## src/sv/qim_pkg.sv

```systemverilog
// ----------------------------------------------------------------------------
// qim_pkg
// shared types, codes and saturating arithmetic of the queue interval monitor
// ----------------------------------------------------------------------------
package qim_pkg;

    localparam logic [1:0] ACT_ENQ   = 2'd0;
    localparam logic [1:0] ACT_DEQ   = 2'd1;
    localparam logic [1:0] ACT_DROP  = 2'd2;
    localparam logic [1:0] ACT_OTHER = 2'd3;

    localparam logic [1:0] CFG_INTERVAL = 2'd0;
    localparam logic [1:0] CFG_FILT_ON  = 2'd1;
    localparam logic [1:0] CFG_SEL_FLOW = 2'd2;

    localparam logic [31:0] INTERVAL_RST = 32'd100000;

    typedef enum logic [3:0] {
        ST_CLEAR,
        ST_IDLE,
        ST_CNT_START,
        ST_CNT_WAIT,
        ST_CNT_CHK,
        ST_SMP_STEP,
        ST_MEAN_WAIT,
        ST_SMP_OUT,
        ST_APPLY,
        ST_SRCH_RD,
        ST_SRCH_CHK
    } t_state;

    typedef struct packed {
        logic evt_ready;
        logic clr_wr;
        logic cnt_start;
        logic cnt_zero;
        logic cnt_latch;
        logic smp_step;
        logic mean_start;
        logic mean_latch;
        logic out_load;
        logic apply;
        logic srch_rd;
        logic srch_next;
        logic hit_commit;
        logic miss_commit;
    } t_dp_cmd;

    typedef struct packed {
        logic evt_take;
        logic filtered;
        logic clr_end;
        logic t_gt_clk;
        logic div_done;
        logic emit_zero;
        logic out_pkt_zero;
        logic out_free;
        logic last;
        logic act_other;
        logic match;
        logic srch_end;
    } t_dp_sts;

    function automatic logic [31:0] sat_add32(input logic [31:0] a, input logic [31:0] b);
        logic [32:0] s;
        s = {1'b0, a} + {1'b0, b};
        return s[32] ? '1 : s[31:0];
    endfunction

    function automatic logic signed [47:0] lvl48(input logic signed [47:0] a,
                                                 input logic signed [47:0] b);
        logic [48:0] s;
        s = {a[47], a} + {b[47], b};
        if (s[48] != s[47]) begin
            return s[48] ? {1'b1, 47'd0} : {1'b0, {47{1'b1}}};
        end
        return s[47:0];
    endfunction

    function automatic logic signed [31:0] lvl32(input logic signed [31:0] a,
                                                 input logic signed [31:0] b);
        logic [32:0] s;
        s = {a[31], a} + {b[31], b};
        if (s[32] != s[31]) begin
            return s[32] ? {1'b1, 31'd0} : {1'b0, {31{1'b1}}};
        end
        return s[31:0];
    endfunction

endpackage

```

## src/sv/qim_ctrl.sv

```systemverilog
// ----------------------------------------------------------------------------
// qim_ctrl
// controller: table clear, interval count, sample emission, table search
// ----------------------------------------------------------------------------
module qim_ctrl
    import qim_pkg::*;
(
    input  logic    i_clk,
    input  logic    i_rst_n,
    input  t_dp_sts i_sts,
    output t_dp_cmd o_cmd
);
    t_state r_state;
    t_state n_state;

    always_ff @(posedge i_clk) begin
        if (!i_rst_n) begin
            r_state <= ST_CLEAR;
        end else begin
            r_state <= n_state;
        end
    end

    always_comb begin
        n_state = r_state;
        o_cmd   = '0;
        unique case (r_state)
            ST_CLEAR: begin
                o_cmd.clr_wr = 1'b1;
                if (i_sts.clr_end) begin
                    n_state = ST_IDLE;
                end
            end
            ST_IDLE: begin
                o_cmd.evt_ready = 1'b1;
                // filtered items are taken and forgotten
                if (i_sts.evt_take && !i_sts.filtered) begin
                    n_state = ST_CNT_START;
                end
            end
            ST_CNT_START: begin
                if (i_sts.t_gt_clk) begin
                    o_cmd.cnt_start = 1'b1;
                    n_state = ST_CNT_WAIT;
                end else begin
                    o_cmd.cnt_zero = 1'b1;
                    n_state = ST_APPLY;
                end
            end
            ST_CNT_WAIT: begin
                if (i_sts.div_done) begin
                    o_cmd.cnt_latch = 1'b1;
                    n_state = ST_CNT_CHK;
                end
            end
            ST_CNT_CHK: begin
                n_state = i_sts.emit_zero ? ST_APPLY : ST_SMP_STEP;
            end
            ST_SMP_STEP: begin
                o_cmd.smp_step = 1'b1;
                if (i_sts.out_pkt_zero) begin
                    n_state = ST_SMP_OUT;
                end else begin
                    o_cmd.mean_start = 1'b1;
                    n_state = ST_MEAN_WAIT;
                end
            end
            ST_MEAN_WAIT: begin
                if (i_sts.div_done) begin
                    o_cmd.mean_latch = 1'b1;
                    n_state = ST_SMP_OUT;
                end
            end
            ST_SMP_OUT: begin
                if (i_sts.out_free) begin
                    o_cmd.out_load = 1'b1;
                    n_state = i_sts.last ? ST_APPLY : ST_SMP_STEP;
                end
            end
            ST_APPLY: begin
                o_cmd.apply = 1'b1;
                n_state = i_sts.act_other ? ST_IDLE : ST_SRCH_RD;
            end
            ST_SRCH_RD: begin
                o_cmd.srch_rd = 1'b1;
                n_state = ST_SRCH_CHK;
            end
            ST_SRCH_CHK: begin
                if (i_sts.match) begin
                    o_cmd.hit_commit = 1'b1;
                    n_state = ST_IDLE;
                end else if (i_sts.srch_end) begin
                    o_cmd.miss_commit = 1'b1;
                    n_state = ST_IDLE;
                end else begin
                    o_cmd.srch_next = 1'b1;
                    n_state = ST_SRCH_RD;
                end
            end
            default: begin
                n_state = ST_IDLE;
            end
        endcase
    end
endmodule

```

## config.mk

```make
export PLATFORM = sky130hd
export DESIGN_NAME = qim_ctrl
export DESIGN_NICKNAME = d
export VERILOG_FILES = /design/src/sv/qim_pkg.sv /design/src/sv/qim_ctrl.sv
export SDC_FILE = /design/constraint.sdc
export NUM_CORES = 1
export LEC_CHECK = 0
export ABC_CLOCK_PERIOD_IN_PS = 3410
export BUFFER_PORTS_ARGS = -buffer_cell sky130_fd_sc_hd__buf_2
export CORE_MARGIN = 2
export CORE_UTILIZATION = 35
export CTS_CLUSTER_SIZE = 40
export DETAILED_ROUTE_END_ITERATION = 8
export HOLD_SLACK_MARGIN = 0.08
export PLACE_DENSITY = 0.66
export SYNTH_ARGS = -nofsm -noshare
export SYNTH_HDL_FRONTEND = slang
export SYNTH_SLANG_ARGS = --single-unit
```

## constraint.sdc

```tcl
create_clock -name i_clk -period 3.41 [get_ports i_clk]
set_input_delay 0.341 -clock i_clk [delete_from_list [all_inputs] [get_ports i_clk]]
set_output_delay 0.341 -clock i_clk [all_outputs]
set_load 0.01 [all_outputs]
```

==> results of run 1 <==
-- how the worst max path moves through the flow --
stage / end / cells past startpoint
final: o_cmd[2] / 3
after global routing: o_cmd[2] / 3
after CTS: o_cmd[2] / 3
after detailed placement: r_state[0] / 4
after global placement: r_state[2] / 4
after floorplan: r_state[0] / 5
-- cell usage in the layout (no fill, tap or decap), drive strengths merged --
| master | synthesis | routed |
|---|---|---|
| nor4b | 5 | 5 |
| inv | 8 | 8 |
| mux2 | 1 | 1 |
| or4 | 2 | 2 |
| nand3b | 1 | 1 |
| dfxtp | 4 | 4 |
| a31oi | 1 | 1 |
| a311o | 1 | 1 |
| buf | 3 | 27 |
| clkbuf | 2 | 3 |
| o2111ai | 1 | 1 |
| a222oi | 1 | 1 |
| o31a | 1 | 1 |
| nor2b | 1 | 1 |
| a211oi | 1 | 1 |
| o22ai | 2 | 2 |
| nor2 | 7 | 7 |
| or2 | 1 | 1 |
| o32a | 1 | 1 |
| nor4 | 2 | 2 |
| a21boi | 1 | 1 |
| o21a | 2 | 2 |
| nand2 | 7 | 7 |
| and2 | 1 | 1 |
| nand2b | 5 | 5 |
| a21oi | 3 | 3 |
| a2bb2oi | 1 | 1 |
| nand4bb | 1 | 1 |
| nor3 | 5 | 5 |
| o21ai | 2 | 2 |
-- critical path, cell delays in order, from the launching register on --
cell and delay, ps:
sky130_fd_sc_hd__dfxtp_1 600, sky130_fd_sc_hd__nand2_1 220, sky130_fd_sc_hd__nor4_1 350, sky130_fd_sc_hd__buf_2 200
-- area by class of cell --
| type | instances | share of cell area [%] |
|---|---|---|
| multi-input cells | 57 | 55.6 |
| clock buffers | 3 | 3.49 |
| repair buffers | 27 | 20.9 |
| well taps | 15 | 2.91 |
| inverters | 8 | 4.65 |
| flip-flops and latches | 4 | 12.4 |
-- metrics by stage --
| stage | power, mW | hold slack, ps | std cells |
|---|---|---|---|
| after CTS | 0.361 | 339 | 114 |
| after global placement | 0.301 | 585 | 111 |
| final | 0.357 | 346 | 114 |
| after floorplan | 0.248 | 459 | 74 |
| after detailed placement | 0.299 | 584 | 111 |
| after global routing | 0.391 | 367 | 114 |
-- cells by family (layout without fill, tap and decap cells) --
| group | after synthesis | after routing | share of synthesized area [%] |
|---|---|---|---|
| AOI/OAI and AO/OA | 18 | 18 | 26.4 |
| buffers and inverters | 13 | 38 | 10.9 |
| DFF | 4 | 4 | 16.2 |
| muxes | 1 | 1 | 2.28 |
| and+or+nand+nor | 38 | 38 | 44.2 |
-- per-layer routing --
| metal | vias to the layer above | wire length [µm] | GRT usage, % |
|---|---|---|---|
| li1 | 325 | - | - |
| met1 | 291 | 553 | 21.5 |
| met2 | 24 | 624 | 21.6 |
| met3 | 0 | 85 | 1.74 |
| met4 | 0 | 0 | 5.81 |
| met5 | - | 0 | 0 |
-- power groups by stage --
stage | clock (mW) | combinational (mW) | sequential [mW]
after global placement | 0 | 0.200 | 0.100
after floorplan | 0 | 0.180 | 0.0677
after global routing | 0.0626 | 0.224 | 0.105
after detailed placement | 0 | 0.201 | 0.0985
after CTS | 0.0620 | 0.202 | 0.0977
final | 0.0579 | 0.201 | 0.0986
==> reports/results.md, run 1 <==
| Item | Value |
| --- | --- |
| First DRT Iteration DRCs | 13 |
| Max-cap violations | 0 |
| Number of failing setup endpoints in the final timing report | 0 |
| Pleak | 0.292 nW |
| Clock insertion delay at the later pin of the skew report | 230 ps |
| First-pass GRT wire length | 2.08 mm |
| Fraction of power consumed by combinational cells | 56.2% |
| Mapped Area | 493 µm² |
| FF-to-FF Start | r_state[2] |
| Detail-routed via count per cell | 5.61 |
| Fraction of final layout cells sized beyond drive strength 1 | 32.3% |
| Count of different cell masters after synthesis | 32 |
| I/O pin cnt | 28 |
| R2R Setup Slk | 1630 ps |
| Chip width | 41.5 µm |
| Post-Route Utilization | 49.6% |
| Fraction of synthesized cell area taken by the top area cell type | 16.2% |
| Part of the total power dissipated in the clock network | 16.2% |
| Fmax | 0.515 GHz |
| ANT nets after route | 0 |
| FF+latch area | 80.1 µm² |
| Clock Sinks | 4 |
| Arrival time reported for the critical path endpoint | 1600 ps |
| Placement-stage cell area | 623 µm² |
| Post-Route WL | 1.26 mm |
| Destination of the worst register-to-register timing path | r_state[0] |
| Placed wire-length estimate after detailed placement | 990 µm |
| Gr usage total | 14.7% |
| Launching element type of the critical path | flip-flop |
| Placeable core region | 0.00130 mm² |
| Max FFs per register | 4 |
| Final count of pins violating max slew | 0 |
| Setup clock skew after layout | 5.69 ps |
| YS warnings | 0 |
| Psw | 159 µW |
| Quantity of I/O buffers inserted on ports | 27 |
| Unrepaired setup endpoints after global routing | false |
| Vias in the first global route | 486 |
| Slew at the pin closest to its max-slew limit | 552 ps |
| Critical path class | reg2out |
| Clock root buffer | sky130_fd_sc_hd__clkbuf_4 |
| Fin crit share | 56.9% |
| Regs by FF count | r_state (4) |
| Total vias in the final route | 640 |
| Crit path launch | r_state[3] |
| Multi-input gate area | 359 µm² |
| Number of enable-type register cells in the synthesized netlist | 0 |
| Final setup margin | 1470 ps |
| Pin count of the biggest net entering global routing | 20 |
| Total non-filler cell area in the finished layout | 646 µm² |
| DR DRC count | 0 |
| Internal Pwr Total | 198 µW |
| Mapped Nets | 88 |
| Critical Path Fanout Max | 16 |
| Async S/R FF share, synth | 0% |
| Portion of total power attributed to sequential cells | 27.6% |
| Htree depth | 1 |
| Worst hold path type | in2reg |
| Final total negative setup slack | 0 ps |
| Final Hold Viols | 0 |
| Filler Cells Inserted | 139 |
| Most flop-heavy register | r_state |
| Result of the run | completed |
| Most frequent cell after synthesis | sky130_fd_sc_hd__inv_1 |
| PostCTS Resize Cnt | 0 |
| Final critical path time including I/O delays and setup | 1940 ps |
| Average size of a mapped cell | 6.66 µm² |
| Ys flop type | sky130_fd_sc_hd__dfxtp_1 |
| R2R cell count | 4 |
| Number of buffers inserted during clock tree synthesis | 3 |
| Instance count along the most critical hold path | 2 |
| Die boundary height | 41.5 µm |
| Relative slew slack | 63.1% |
| CTS Hold Buffers Added | 0 |
| GP Congestion | 0.754 |
| Cell type with the largest total area after synthesis | sky130_fd_sc_hd__dfxtp_1 |
| Number of diodes | 0 |
| Initial antenna violation count | 0 |
| Crit. End Element | output port |
| Post-synthesis instance total | 74 |
| IR Drop Worst-Case VDD | 0.408 mV |
| DIE AREA | 0.00172 mm² |
| Number of buffers inserted by post-CTS setup repair | 0 |
| Power density over the cells | 553 mW/mm² |
| Required time at the worst-slack endpoint | 3070 ps |
| Largest buffer count on any clock path | 2 |
| Worst min-delay path endpoint | r_state[1] |
| CTS clk-pin slew, worst paths | 30 ps |
| Most area-consuming cells after synthesis | sky130_fd_sc_hd__dfxtp_1 (16%), sky130_fd_sc_hd__nor4b_1 (8.9%), sky130_fd_sc_hd__nand2b_1 (6.3%) |
| Number of rows in the core area | 13 |
| Total grt overflow | 0 |
| Post-Place Worst Slack | 1630 ps |
| Sw frac | 44.6% |
| Startpoint of the most critical hold path | i_rst_n |
| Number of storage elements in the synthesis netlist | 4 |
| Final #Nets | 115 |
| Register area share after synthesis | 16.2% |
| Starting Density | 37.9% |
| Area growth from synthesis to layout | 31.0% |
| CTS tree | built |
| Leading post-synthesis cells by instance count | sky130_fd_sc_hd__inv_1 (8), sky130_fd_sc_hd__nand2_1 (7), sky130_fd_sc_hd__nor2_1 (7) |
| Number of optimization iterations in the first detailed-route pass | 4 |
| Wire length per cell | 11.1 µm |
No activity file was read; power rests on OpenSTA's default activity.
==> inputs of run 2 (changes only) <==
Settings changed: ABC_AREA from default to 1, ABC_CLOCK_PERIOD_IN_PS 3410 to 1600, PLACE_DENSITY 0.66 to 0.67.
Clock period 3.41 ns to 1.6 ns, I/O delays scaled along.
==> reports/results.md, run 2 <==
| Item | Value | Change |
| --- | --- | --- |
| PostCTS Resize Cnt | 0 | unchanged |
| Clock Sinks | 4 | unchanged |
| R2R cell count | 8 | was 4 |
| Clock insertion delay at the later pin of the skew report | 230 ps | about the same |
| Crit. End Element | output port | unchanged |
| Gr usage total | 14.7% | about the same |
| Worst setup endpoint | o_cmd[7] | was o_cmd[2] |
| Max-cap violations | 0 | unchanged |
| Fin crit share | 91.9% |  |
| Mapped Nets | 119 | was 88 |
| Largest buffer count on any clock path | 2 | unchanged |
| Number of diodes | 0 | unchanged |
| Setup clock skew after layout | 1.58 ps | was 5.69 ps |
| IR Drop Worst-Case VDD | 0.600 mV | was 0.408 mV |
| Number of storage elements in the synthesis netlist | 4 | unchanged |
| Mapped Area | 528 µm² | was 493 µm² |
| Most area-consuming cells after synthesis | sky130_fd_sc_hd__nand2_1 (21%), sky130_fd_sc_hd__dfxtp_1 (15%), sky130_fd_sc_hd__nor2_1 (14%) | was sky130_fd_sc_hd__dfxtp_1 (16%), sky130_fd_sc_hd__nor4b_1 (8.9%), sky130_fd_sc_hd__nand2b_1 (6.3%) |
| Critical path class | reg2out | unchanged |
| Destination of the worst register-to-register timing path | r_state[0] | unchanged |
| Number of rows in the core area | 14 | was 13 |
| Fraction of synthesized cell area taken by the top area cell type | 21.3% | was 16.2% |
| R2R Setup Slk | 310 ps | was 1630 ps |
| Register area share after synthesis | 15.2% | was 16.2% |
| Detail-routed via count per cell | 4.46 | was 5.61 |
| DIE AREA | 0.00184 mm² | was 0.00172 mm² |
| Placed wire-length estimate after detailed placement | 1.08 mm | was 990 µm |
| Most frequent cells in the layout | sky130_fd_sc_hd__nand2_1 (30), sky130_fd_sc_hd__buf_2 (27), sky130_fd_sc_hd__nor2_1 (20) | was sky130_fd_sc_hd__buf_2 (27), sky130_fd_sc_hd__inv_1 (8), sky130_fd_sc_hd__nor2_1 (7), sky130_fd_sc_hd__nand2_1 (7) |
| ANT nets after route | 0 | unchanged |
| Most common library cell in the layout ignoring fill and taps | sky130_fd_sc_hd__nand2_1 | was sky130_fd_sc_hd__buf_2 |
| Post-synthesis instance total | 105 | was 74 |
| Launching element type of the critical path | flip-flop | unchanged |
| Post-Place Worst Slack | 313 ps | was 1630 ps |
| Total grt overflow | 0 | unchanged |
| Arrival time reported for the critical path endpoint | 1310 ps | was 1600 ps |
| CTS clk-pin slew, worst paths | 30 ps | about the same |
| First-pass GRT wire length | 2.09 mm | was 2.08 mm |
| Result of the run | completed | unchanged |
| Number of buffers inserted by post-CTS setup repair | 0 | unchanged |
| Count of buffer and inverter cells on the critical path | 2 | was 1 |
| FF-to-FF Start | r_state[3] | was r_state[2] |
| Max FFs per register | 4 | unchanged |
| Htree depth | 1 | unchanged |
| Final critical path time including I/O delays and setup | 1470 ps |  |
| Pin count of the biggest net entering global routing | 9 | was 20 |
| Count of different cell masters after synthesis | 17 | was 32 |
| I/O pin cnt | 28 | unchanged |
| Critical Path Fanout Max | 5 | was 16 |
| Worst hold path type | in2reg | unchanged |
| Unrepaired setup endpoints after global routing | false | unchanged |
| Final setup margin | 130 ps | was 1470 ps |
| Required time at the worst-slack endpoint | 1440 ps | was 3070 ps |
| Delay of the slowest critical-path stage | 410 ps | was 600 ps |
| Starting Density | 36.3% | was 37.9% |
| GP Congestion | 0.867 | was 0.754 |
| Wire length per cell | 8.34 µm | was 11.1 µm |
| Clock root buffer | sky130_fd_sc_hd__clkbuf_4 | unchanged |
| Cell type with the largest total area after synthesis | sky130_fd_sc_hd__nand2_1 | was sky130_fd_sc_hd__dfxtp_1 |
| Final total negative setup slack | 0 ps | unchanged |
| Number of optimization iterations in the first detailed-route pass | 4 | unchanged |
| Total vias in the final route | 674 | was 640 |
| Leading post-synthesis cells by instance count | sky130_fd_sc_hd__nand2_1 (30), sky130_fd_sc_hd__nor2_1 (20), sky130_fd_sc_hd__inv_1 (19) | was sky130_fd_sc_hd__inv_1 (8), sky130_fd_sc_hd__nand2_1 (7), sky130_fd_sc_hd__nor2_1 (7) |
| Power density over the cells | 1070 mW/mm² | was 553 mW/mm² |
| Final count of pins violating max slew | 0 | unchanged |
| Area growth from synthesis to layout | 33.6% | was 31.0% |
| First DRT Iteration DRCs | 14 | was 13 |
| Number of enable-type register cells in the synthesized netlist | 0 | unchanged |
| Placeable core region | 0.00145 mm² | was 0.00130 mm² |
| Initial antenna violation count | 0 | unchanged |
| Vias in the first global route | 569 | was 486 |
| Die boundary height | 42.8 µm | was 41.5 µm |
| Post-Route WL | 1.26 mm | about the same |
| Number of buffers inserted during clock tree synthesis | 3 | unchanged |
| YS warnings | 0 | unchanged |
| CTS tree | built | unchanged |
| Chip width | 42.8 µm | was 41.5 µm |
| Pleak | 0.510 nW | was 0.292 nW |
| Critical path, cell by cell | inv_2, nor2_2, nand2_1, nor2_1, buf_2 | was nand2_1, nor4_1, buf_2 |
| Most flop-heavy register | r_state | unchanged |
| Final #Nets | 151 | was 115 |
| Crit path launch | r_state[0] | was r_state[3] |
| Final Hold Viols | 0 | unchanged |
| CTS Hold Buffers Added | 0 | unchanged |
| Average size of a mapped cell | 5.03 µm² | was 6.66 µm² |
| DR DRC count | 0 | unchanged |
| Relative slew slack | 78.7% | was 63.1% |
| Crit path max-delay cell type | sky130_fd_sc_hd__dfxtp_1 | unchanged |
| Quantity of I/O buffers inserted on ports | 27 | unchanged |
| Slew at the pin closest to its max-slew limit | 318 ps | was 552 ps |
| Fmax | 0.680 GHz |  |
| Total Power | 756 µW | was 357 µW |
| Fraction of final layout cells sized beyond drive strength 1 | 32.6% | was 32.3% |
| Worst path top cell family by delay | simple AND/OR/NAND/NOR gates | was flip-flops |
| Cell count along the critical path | 5 | was 3 |
| Most frequent cell after synthesis | sky130_fd_sc_hd__nand2_1 | was sky130_fd_sc_hd__inv_1 |
| Ys flop type | sky130_fd_sc_hd__dfxtp_1 | unchanged |
| Number of failing setup endpoints in the final timing report | 0 | unchanged |
| Async S/R FF share, synth | 0% | unchanged |
| Regs by FF count | r_state (4) | unchanged |
==> run 2: cell types whose count changed in the layout (fill, tap and decap cells not counted), sizes merged, moves of 5 or more <==
cell and change:
inv +17, nand2 +25, nand2b -5, nand3 +11, nor2 +17, nor4b -5
==> run 2: worst min-delay path: cells and delay by family <==
kind	cells	cell delay [ps]
buffers and inverters	1	100
and+or+nand+nor	2	80
==> run 2: cells by family (layout without fill, tap and decap cells) <==
| family | Yosys count | after routing | share of synthesized area [%] |
|---|---|---|---|
| simple gates | 73 | 73 | 64.2 |
| buf+inv | 25 | 55 | 17.8 |
| compound gates | 3 | 3 | 2.84 |
| flops | 4 | 4 | 15.2 |
==> run 2: worst min-delay path by stage <==
stage / from / endpoint / slack [ps] / cells after the start
final: i_rst_n / r_state[0] / 160 / 3
after global routing: i_rst_n / r_state[0] / 170 / 3
after CTS: i_rst_n / r_state[0] / 150 / 3
after detailed placement: i_rst_n / r_state[0] / 400 / 3
after global placement: i_rst_n / r_state[0] / 390 / 3
after floorplan: i_rst_n / r_state[0] / 280 / 2
==> run 2: report_power, final <==
part	internal (mW)	switching, mW	leakage (nW)
registers	0.126	0.0416	0.0327
logic	0.165	0.304	0.463
clock network	0.0835	0.0353	0.0138
total	0.375	0.381	0.510
==> run 2: final cells by class <==
class                      instances  area, µm²
fill                             169        748
multi-input combinational         76        354
timing repair buffer              27        135
inverter                          25       93.8
sequential                         4       80.1
clock buffer                       3       22.5
tap                               16       20.0
==> run 2: stage by stage <==
stage               instance area, µm²  util [%]  cells  hold WS, ps
floorplan                          528         -    105          280
global placement                   683      47.0    148          393
detailed placement                 683      47.0    148          402
CTS                                706      48.5    151          155
global route                       706      48.5    151          169
finish                             706      48.5    151          165
==> run 2: routing by layer <==
layer  up-vias  share of wire [%]  GRT usage (%)
li1        376                  -              -
met1       276                 46           16.9
met2        22                 46           25.2
met3         0                7.3           1.70
met4         0                  0           9.38
met5         -                  0              0
==> inputs of run 3 (changes only) <==
Settings changed: RECOVER_POWER from default to 100.
==> reports/results.md, run 3 (same netlist as run 2, synthesis figures left out) <==
| Item | Value | Change |
| --- | --- | --- |
| Final count of pins violating max slew | 0 | unchanged |
| Htree depth | 1 | unchanged |
| Number of diodes | 0 | unchanged |
| Number of failing setup endpoints in the final timing report | 0 | unchanged |
| Destination of the worst register-to-register timing path | r_state[0] | unchanged |
| Relative slew slack | 78.3% | was 78.7% |
| GP Congestion | 0.867 | unchanged |
| Worst setup endpoint | o_cmd[2] | was o_cmd[7] |
| CTS clk-pin slew, worst paths | 30 ps | about the same |
| Final Hold Viols | 0 | unchanged |
| Die boundary height | 42.8 µm | unchanged |
| Detail-routed via count per cell | 4.47 | was 4.46 |
| R2R Setup Slk | 230 ps | was 310 ps |
| CTS tree | built | unchanged |
| Clock insertion delay at the later pin of the skew report | 230 ps | about the same |
| Slew at the pin closest to its max-slew limit | 325 ps | was 318 ps |
| Unrepaired setup endpoints after global routing | false | unchanged |
| Vias in the first global route | 569 | unchanged |
| Power density over the cells | 1070 mW/mm² | about the same |
| Placeable core region | 0.00145 mm² | unchanged |
| Post-Place Worst Slack | 313 ps | unchanged |
| Most flop-heavy register | r_state | unchanged |
| Pleak | 0.474 nW | was 0.510 nW |
| Number of rows in the core area | 14 | unchanged |
| CTS Hold Buffers Added | 0 | unchanged |
| Final total negative setup slack | 0 ps | unchanged |
| Most frequent cells in the layout | sky130_fd_sc_hd__nand2_1 (31), sky130_fd_sc_hd__inv_1 (20), sky130_fd_sc_hd__nor2_1 (20) | was sky130_fd_sc_hd__nand2_1 (30), sky130_fd_sc_hd__buf_2 (27), sky130_fd_sc_hd__nor2_1 (20) |
| Max FFs per register | 4 | unchanged |
| Wire length per cell | 8.42 µm | was 8.34 µm |
| Fin crit share | 92.4% | was 91.9% |
| IR Drop Worst-Case VDD | 0.562 mV | was 0.600 mV |
| Max-cap violations | 0 | unchanged |
| Delay of the slowest critical-path stage | 440 ps | was 410 ps |
| Crit path max-delay cell type | sky130_fd_sc_hd__dfxtp_1 | unchanged |
| Final #Nets | 151 | unchanged |
| Launching element type of the critical path | flip-flop | unchanged |
| Clock root buffer | sky130_fd_sc_hd__clkbuf_4 | unchanged |
| Gr usage total | 14.7% | unchanged |
| Setup clock skew after layout | 1.58 ps | about the same |
| Final critical path time including I/O delays and setup | 1480 ps | was 1470 ps |
| Quantity of I/O buffers inserted on ports | 27 | unchanged |
| DR DRC count | 0 | unchanged |
| Fraction of final layout cells sized beyond drive strength 1 | 24.4% | was 32.6% |
| Instance count along the most critical hold path | 3 | unchanged |
| Result of the run | completed | unchanged |
| Critical Path Fanout Max | 7 | was 5 |
| Filler Cells Inserted | 175 | was 169 |
| Hold slack final | 165 ps | about the same |
| R2R cell count | 9 | was 8 |
| Total vias in the final route | 675 | was 674 |
| Final setup margin | 121 ps | was 130 ps |
| Number of optimization iterations in the first detailed-route pass | 4 | unchanged |
| Clock Sinks | 4 | unchanged |
| Most common library cell in the layout ignoring fill and taps | sky130_fd_sc_hd__nand2_1 | unchanged |
| Starting Density | 36.3% | unchanged |
| FF-to-FF Start | r_state[1] | was r_state[3] |
| Total grt overflow | 0 | unchanged |
| Initial antenna violation count | 0 | unchanged |
| Critical path, cell by cell | inv_2, nor2_4, nand2_1, nor3_2, buf_2 | was inv_2, nor2_2, nand2_1, nor2_1, buf_2 |
| DIE AREA | 0.00184 mm² | unchanged |
| First-pass GRT wire length | 2.09 mm | unchanged |
| Arrival time reported for the critical path endpoint | 1320 ps | was 1310 ps |
| Required time at the worst-slack endpoint | 1440 ps | about the same |
| Post-Route Utilization | 47.3% | was 48.5% |
| I/O pin cnt | 28 | unchanged |
| Regs by FF count | r_state (4) | unchanged |
| Pin count of the biggest net entering global routing | 9 | unchanged |
| Chip width | 42.8 µm | unchanged |
| Worst hold path type | in2reg | unchanged |
| Number of buffers inserted by post-CTS setup repair | 0 | unchanged |
| Post-Route WL | 1.27 mm | was 1.26 mm |
| Crit path launch | r_state[1] | was r_state[0] |
| First DRT Iteration DRCs | 15 | was 14 |
| Area growth from synthesis to layout | 30.3% | was 33.6% |
| Crit. End Element | output port | unchanged |
| Number of buffers inserted during clock tree synthesis | 3 | unchanged |
| Critical path class | reg2out | unchanged |
| Largest buffer count on any clock path | 2 | unchanged |
| Placed wire-length estimate after detailed placement | 1.08 mm | unchanged |
| PostCTS Resize Cnt | 0 | unchanged |
| Fmax | 0.676 GHz | was 0.680 GHz |
| Total Power | 739 µW | was 756 µW |
| ANT nets after route | 0 | unchanged |
## run 3: worst max-delay path: cells and delay by family, from the launching register on
family | cells | cell delay [ps]
buffers and inverters | 2 | 230
and+or+nand+nor | 3 | 420
DFF | 1 | 440
## run 3: how the worst min path moves through the flow
stage	from	end	slack, ps
2_1_floorplan	i_rst_n	r_state[0]	280
3_3_place_gp	i_rst_n	r_state[0]	390
3_5_place_dp	i_rst_n	r_state[0]	400
4_1_cts	i_rst_n	r_state[0]	150
5_1_grt	i_rst_n	r_state[0]	170
6_report	i_rst_n	r_state[0]	160
## run 3: layout make-up
type / count / area, µm² / share of cell area, %
Clock buffer: 3 / 22.5 / 3.27
Inverter: 25 / 93.8 / 13.6
Multi-Input combinational cell: 76 / 347 / 50.4
Sequential cell: 4 / 80.1 / 11.6
Tap cell: 16 / 20.0 / 2.91
Timing Repair Buffer: 27 / 125 / 18.2
## run 3: metrics by stage
| step | instance area, µm² | instances |
|---|---|---|
| 2_1_floorplan | 528 | 105 |
| 3_3_place_gp | 683 | 148 |
| 3_5_place_dp | 683 | 148 |
| 4_1_cts | 706 | 151 |
| 5_1_grt | 688 | 151 |
| 6_report | 688 | 151 |
## run 3: power breakdown
part	total, mW	switching (mW)	internal, mW
combinational	0.453	0.300	0.153
sequential	0.168	0.0416	0.126
clock	0.119	0.0353	0.0835
total	0.739	0.377	0.362
## run 3: layer usage
layer / global-route usage (%) / vias up / part of all wire (%)
li1: - / 374 / -
met1: 16.9 / 279 / 44
met2: 25.2 / 22 / 46
met3: 1.70 / 0 / 9.1
met4: 9.38 / 0 / 0
met5: 0 / - / 0
